$ cat config.mk
export PLATFORM = sky130hd
export DESIGN_NAME = rflr_front
export DESIGN_NICKNAME = d
export VERILOG_FILES = /design/src/ring_fifo_linear_resampler_core_defines.svh /design/src/rflr_pkg.sv /design/src/rflr_front.sv
export SDC_FILE = /design/constraint.sdc
export NUM_CORES = 1
export LEC_CHECK = 0
export BUFFER_PORTS_ARGS = -buffer_cell sky130_fd_sc_hd__buf_4
export CORE_ASPECT_RATIO = 0.9
export CORE_UTILIZATION = 40
export DETAILED_ROUTE_END_ITERATION = 16
export SLEW_MARGIN = 0
export SYNTH_ARGS = -nofsm -noshare
export SYNTH_HDL_FRONTEND = slang
export SYNTH_SLANG_ARGS = --single-unit
export TNS_END_PERCENT = 50
$ cat constraint.sdc
create_clock -name i_clk -period 3.73 [get_ports i_clk]
set_input_delay 0.373 -clock i_clk [delete_from_list [all_inputs] [get_ports i_clk]]
set_output_delay 0.373 -clock i_clk [all_outputs]
set_load 0.05 [all_outputs]
$ cat src/ring_fifo_linear_resampler_core_defines.svh
// Assertion macros shared by the resampler RTL.
// Depends on nothing; included by the modules that carry assertions.
`ifndef RING_FIFO_LINEAR_RESAMPLER_CORE_DEFINES_SVH
`define RING_FIFO_LINEAR_RESAMPLER_CORE_DEFINES_SVH

`ifndef SYNTHESIS
// Same-cycle implication, checked while out of reset.
`define RFLR_ASSERT_NOW(lbl, clk, rst_n, ante, cons) \
    lbl: assert property (@(posedge clk) disable iff (!rst_n) (ante) |-> (cons)) \
        else $error("resampler assertion failed");
// Next-cycle implication, checked while out of reset.
`define RFLR_ASSERT_NEXT(lbl, clk, rst_n, ante, cons) \
    lbl: assert property (@(posedge clk) disable iff (!rst_n) (ante) |=> (cons)) \
        else $error("resampler assertion failed");
`else
`define RFLR_ASSERT_NOW(lbl, clk, rst_n, ante, cons)
`define RFLR_ASSERT_NEXT(lbl, clk, rst_n, ante, cons)
`endif

`endif

$ cat src/rflr_pkg.sv
// Shared types and constants of the ring buffer linear resampler.
// Depends on nothing; used by every module of the block but rflr_ram.
package rflr_pkg;

    localparam int DEPTH       = 65536;
    localparam int SAMPLE_BITS = 16;
    localparam int FRAC_BITS   = 16;
    localparam int RATIO_BITS  = 20;
    localparam int FILL_BITS   = 16;
    localparam int ADDR_BITS   = $clog2(DEPTH);
    localparam int ACC_BITS    = ((RATIO_BITS > FRAC_BITS) ? RATIO_BITS : FRAC_BITS) + 1;
    localparam int STEP_BITS   = ACC_BITS - FRAC_BITS;
    localparam int PROD_BITS   = SAMPLE_BITS + FRAC_BITS + 2;

    localparam logic [RATIO_BITS-1:0] RATIO_RESET = RATIO_BITS'(16384);

    localparam int QUEUE_DEPTH = 2;
    localparam int QPTR_BITS   = $clog2(QUEUE_DEPTH);
    localparam int QCNT_BITS   = $clog2(QUEUE_DEPTH + 1);

    typedef enum logic {
        CMD_PUSH = 1'b0,
        CMD_TICK = 1'b1
    } t_command;

    typedef struct packed {
        t_command                       command;
        logic signed [SAMPLE_BITS-1:0]  sample_in;
    } t_in_item;

    typedef struct packed {
        logic signed [SAMPLE_BITS-1:0]  audio_out;
        logic                           underrun;
        logic [FILL_BITS-1:0]           fill_level;
    } t_out_item;

    // Head of the command queue as seen by the back end.
    typedef struct packed {
        logic      valid;
        t_in_item  item;
    } t_cmd_req;

endpackage

$ cat src/rflr_front.sv
// Front end: accepts items and holds them in a short command queue.
// Depends on rflr_pkg.
module rflr_front (
    input  logic               i_clk,
    input  logic               i_rst_n,
    input  logic               i_in_valid,
    output logic               o_in_ready,
    input  rflr_pkg::t_in_item i_in_data,
    output rflr_pkg::t_cmd_req o_req,
    input  logic               i_deq
);

    rflr_pkg::t_in_item                r_slot [rflr_pkg::QUEUE_DEPTH];
    logic [rflr_pkg::QPTR_BITS-1:0]    r_wptr, n_wptr;
    logic [rflr_pkg::QPTR_BITS-1:0]    r_rptr, n_rptr;
    logic [rflr_pkg::QCNT_BITS-1:0]    r_count, n_count;
    logic                              enq, deq;

    localparam logic [rflr_pkg::QPTR_BITS-1:0] QLAST =
        rflr_pkg::QPTR_BITS'(rflr_pkg::QUEUE_DEPTH - 1);
    localparam logic [rflr_pkg::QCNT_BITS-1:0] QFULL =
        rflr_pkg::QCNT_BITS'(rflr_pkg::QUEUE_DEPTH);

    assign o_in_ready = (r_count != QFULL);
    assign enq        = i_in_valid && o_in_ready;
    assign deq        = i_deq && (r_count != '0);

    assign o_req.valid = (r_count != '0);
    assign o_req.item  = r_slot[r_rptr];

    always_comb begin
        n_wptr  = r_wptr;
        n_rptr  = r_rptr;
        n_count = r_count;
        if (enq) begin
            n_wptr = (r_wptr == QLAST) ? '0 : r_wptr + 1'b1;
        end
        if (deq) begin
            n_rptr = (r_rptr == QLAST) ? '0 : r_rptr + 1'b1;
        end
        if (enq && !deq) begin
            n_count = r_count + 1'b1;
        end else if (deq && !enq) begin
            n_count = r_count - 1'b1;
        end
    end

    always_ff @(posedge i_clk) begin
        if (!i_rst_n) begin
            r_wptr  <= '0;
            r_rptr  <= '0;
            r_count <= '0;
        end else begin
            r_wptr  <= n_wptr;
            r_rptr  <= n_rptr;
            r_count <= n_count;
        end
    end

    always_ff @(posedge i_clk) begin
        if (enq) begin
            r_slot[r_wptr] <= i_in_data;
        end
    end

endmodule

; ---- Word level (Yosys, flattened, before mapping)
; Memory sizes are Yosys's and may differ from the RTL's. A register that Yosys moved wholly into a read port is not among the register bits.
; Index checks and enable logic that the tools add are counted.
[word_totals]
out_inout_bits = 19
ram_bits = 34
memories = 1
ff_bits = 4
inputBits = 21
[memory_table]
columns = name, depth, word_bits, rd, rd_clocked_by_memory_dff, wr, line
row1 = r_slot, 2, 17, 1, 1, 1, rflr_front.sv:13  ; rflr_pkg::t_in_item r_slot [rflr_pkg::QUEUE_DEPTH];
[op_classes]
n_mux = 8
n_eq_ne = 1
reduce_logical = 8
add_sub_neg = 4
[ops]
columns = operator, count
row1 = 1-bit two-way mux, 6
row2 = 1-bit logical AND, 4
row3 = 2-bit two-way mux, 2
row4 = 2-bit nonzero test, 2
row5 = 1-bit adder (second input constant), 2
row6 = 2-bit by 1-bit adder with 2-bit output (second input constant), 1
row7 = 1-bit zero test, 2
row8 = 2-bit inequality test (second input constant), 1
row9 = 2-bit by 1-bit subtractor with 2-bit output (second input constant), 1

; ---- Logic depth before layout (Yosys ltp)
[depth]
word_depth = 6
ltp_mapped = 6
mapped_depth_nobuf = 6

; ---- Worst setup path after synthesis
; No wires, ideal clock.
[synth_timing]
path_type = flip-flop to flip-flop
start = register r_count[0] (netlist name)
end = register r_count[1] (netlist name)
arrival_time_ns = 1.530
t_required_ns = 3.660
path_stages_with_launch = 6
period_less_slack_ns = 1.600
path_slack_ns = 2.130
path_cell_list = dfxtp_1 -> nand2b_4 -> and2_1 -> ha_1 -> or3_1 -> a21boi_1
[synth_via]
elab_chain_len = 5
elab_cells_between_ends = 13
cone_classes = add/sub (2) / eq/ne (1) / mux (2) / reduce/logical (8)
[synth_lines]
columns = item, line
row1 = "start, declared", rflr_front.sv:16  ; logic [rflr_pkg::QCNT_BITS-1:0] r_count, n_count;
row2 = "start signal, assigned", rflr_front.sv:56  ; r_count <= n_count;
row3 = 2-bit inequality test *, rflr_front.sv:24  ; assign o_in_ready = (r_count != QFULL);
row4 = named net o_in_ready, rflr_front.sv:7  ; output logic o_in_ready,
row5 = 1-bit logical AND *, rflr_front.sv:25  ; assign enq = i_in_valid && o_in_ready;
row6 = named net enq, rflr_front.sv:17  ; logic enq, deq;
row7 = 1-bit zero test, rflr_front.sv:43  ; end else if (deq && !enq) begin
row8 = 1-bit logical AND, rflr_front.sv:43
row9 = 2-bit nonzero test (no line), -
; The timed path passes the listed nets; every way through them passes the cells marked *. The select of a mux whose other input is x is not followed.
; A chain may end at the register's enable or synchronous reset.

==> flow_summary.yaml <==
status:
  outcome: "finished, final reports clean"
pwr:
  switching_power_mw: 0.529
  ir_drop_uv: 388
  power_frac_comb: 0.375
  power.density_nw_per_um2: 776
  clkPwrFrac: 0.220
  p_seq_frac: 0.404
  swShare: 0.357
  p_leak_nw: 0.727
  power.total_mw: 1.48
  internal-power_mw: 0.953
clock_network:
  cts_tree: "done"
  clkSinkCount: 39
  cts_max_level: 2
  root_buffer: "clkbuf_8"
  hold_buffers: 0
  cts_buffer_depth: 2
  cts_resized: 0
  post_cts_buffers: 0
  clock_latency_ps: 280
  cts_buffers: 5
  cts.clk_slew.worst_paths_ps: 70
die:
  core_um2: 3430
  io_pins: 40
  initial_core_util: 0.428
  rows: 20
  die_area_um2: 3920
  die_x_um: 65.9
  die_h_um: 59.5
worst_setup_path:
  critical_path_class: "reg2out"
  required_ps: 3360
  start_kind: "flop"
  cp-end-kind: "output pin"
  cp.arrival_ps: 1740
  critPathMaxFanout: 17
detailed_routing:
  drt_iter0_markers: 26
  via_per_inst: 4.67
  wl_per_cell_um: 13.2
  drc: 0
  wirelength_um: 2200
  vias: 776
  ant_nets: 0
  drtPass1Iterations: 3
timing:
  period_share: 0.566
  tns_ps: 0
  relSlewSlack: 0.458
  whs_ps: 271
  worst_pin_slew_ps: 813
  slew_viol_final: 0
  fin_skew_ps: 2.83
  post-route-min-period_ps: 2110
  hold_violations: 0
  setup_viol: 0
  max_freq_ghz: 0.473
  rsz0062_at_grt: "false"
  setup_slack_ps: 1620
logic_synthesis:
  ys_async_sr_fraction: 0
  yosysWarnings: 0
  synth_edf_count: 34
  synthTopCellsByArea: "edfxtp_1 (70%), mux2_2 (13%), dfxtp_1 (6.8%), and2_1 (1.7%), xnor2_1 (1.2%)"
  synth.net_count: 99
  yosysTopAreaCell: "edfxtp_1"
  synthesis.area_um2: 1470
  ys_seq_area_frac: 0.764
  ys_types: 20
  avgSynthCellArea_um2: 19.1
  yosys.area.top_type_share: 0.696
  synth-main-ff-cell: "edfxtp_1"
  ys_seq_elements: 39
  syn_inst: 77
cells_and_area:
  final_nets: 143
  final_area_um2: 1910
  final_common_cell: "buf_4"
  drive_gt1_frac: 0.541
  fill_cells: 290
  finalNonFillerCells: 166
  diodes: 0
  area_delta_synth_final_pct: 30.2
  finish.utilization: 0.557
  final_cell_mix: "buf_4 (39), edfxtp_1 (34), mux2_2 (17)"
worst_hold_path:
  hold_path.class: "in2reg"
place:
  dpl.cell_count: 158
  port_buffers: 39
  hpwl_um: 1440
  dp_slack_ps: 1910
  place_area_um2: 1800
  gp_congestion: 0.707
global_routing:
  grt_max_degree: 18
  grt_antenna_before_repair: 0
  gr-total-overflow: 0
  grt_pass1_wl_um: 3350
  track_usage: 0.129
  grt_pass1_vias: 745
run:
  drv_cap: 0
[metal layers]
layer,global-route usage,vias to the layer above,wire length (um)
met5,0,-,0
li1,-,379,-
met2,0.200,26,1110
met4,0.0932,0,48
met1,0.136,366,879
met3,0.0635,5,161
[cell usage after synthesis, types with 2 or more instances]
| library cell | number |
|---|---|
| dfxtp_1 | 5 |
| and2_1 | 4 |
| xnor2_1 | 2 |
| mux2_2 | 17 |
| edfxtp_1 | 34 |
[power by group through the flow]
stage / clock network, mW / registers, mW / logic (mW)
after floorplan: 0 / 0.578 / 0.441
after global placement: 0 / 0.608 / 0.556
after detailed placement: 0 / 0.611 / 0.561
after CTS: 0.339 / 0.602 / 0.563
after global routing: 0.352 / 0.610 / 0.587
final: 0.327 / 0.600 / 0.557
[critical path: stages, from the launching register on]
cell and delay [ps]:
dfxtp_1 830, mux2_2 430, buf_4 190
[state kept, by name (all words and copies together), names as in the netlist, named ones only]
signal,flops
r_wptr,1
r_rptr,1
r_slot,34
r_count,2
[kinds of logic (layout without fill, tap and decap cells)]
logic type	Yosys count	count (layout)	share of synthesized area
and+or+nand+nor	9	9	0.0443
buffers and inverters	3	48	0.0111
DFF	39	39	0.764
adders and majority gates	1	1	0.00852
xor gates and xnor gates	3	3	0.0179
AOI/OAI and AO/OA	5	5	0.0239
muxes	17	17	0.130
[final cells by class]
type / instances / area [um2] / share of cell area
inverter: 1 / 3.75 / 0.00196
tap: 44 / 55.1 / 0.0288
clock inverter: 3 / 38.8 / 0.0203
multi-input combinational: 35 / 330 / 0.173
timing repair buffer: 39 / 293 / 0.153
sequential: 39 / 1120 / 0.587
clock buffer: 5 / 68.8 / 0.0360
[final timing paths]
path         slack, ps       endpoint          start  cells after the start
min                270  r_slot[0][11]  i_in_data[11]                      1
max reg2reg       2040  r_slot[1][15]     r_count[0]                      2
min reg2reg        570         r_wptr         r_wptr                      2
max               1620       o_req[1]           flop                      2
Note: power is estimated with default switching activity, not from simulation.
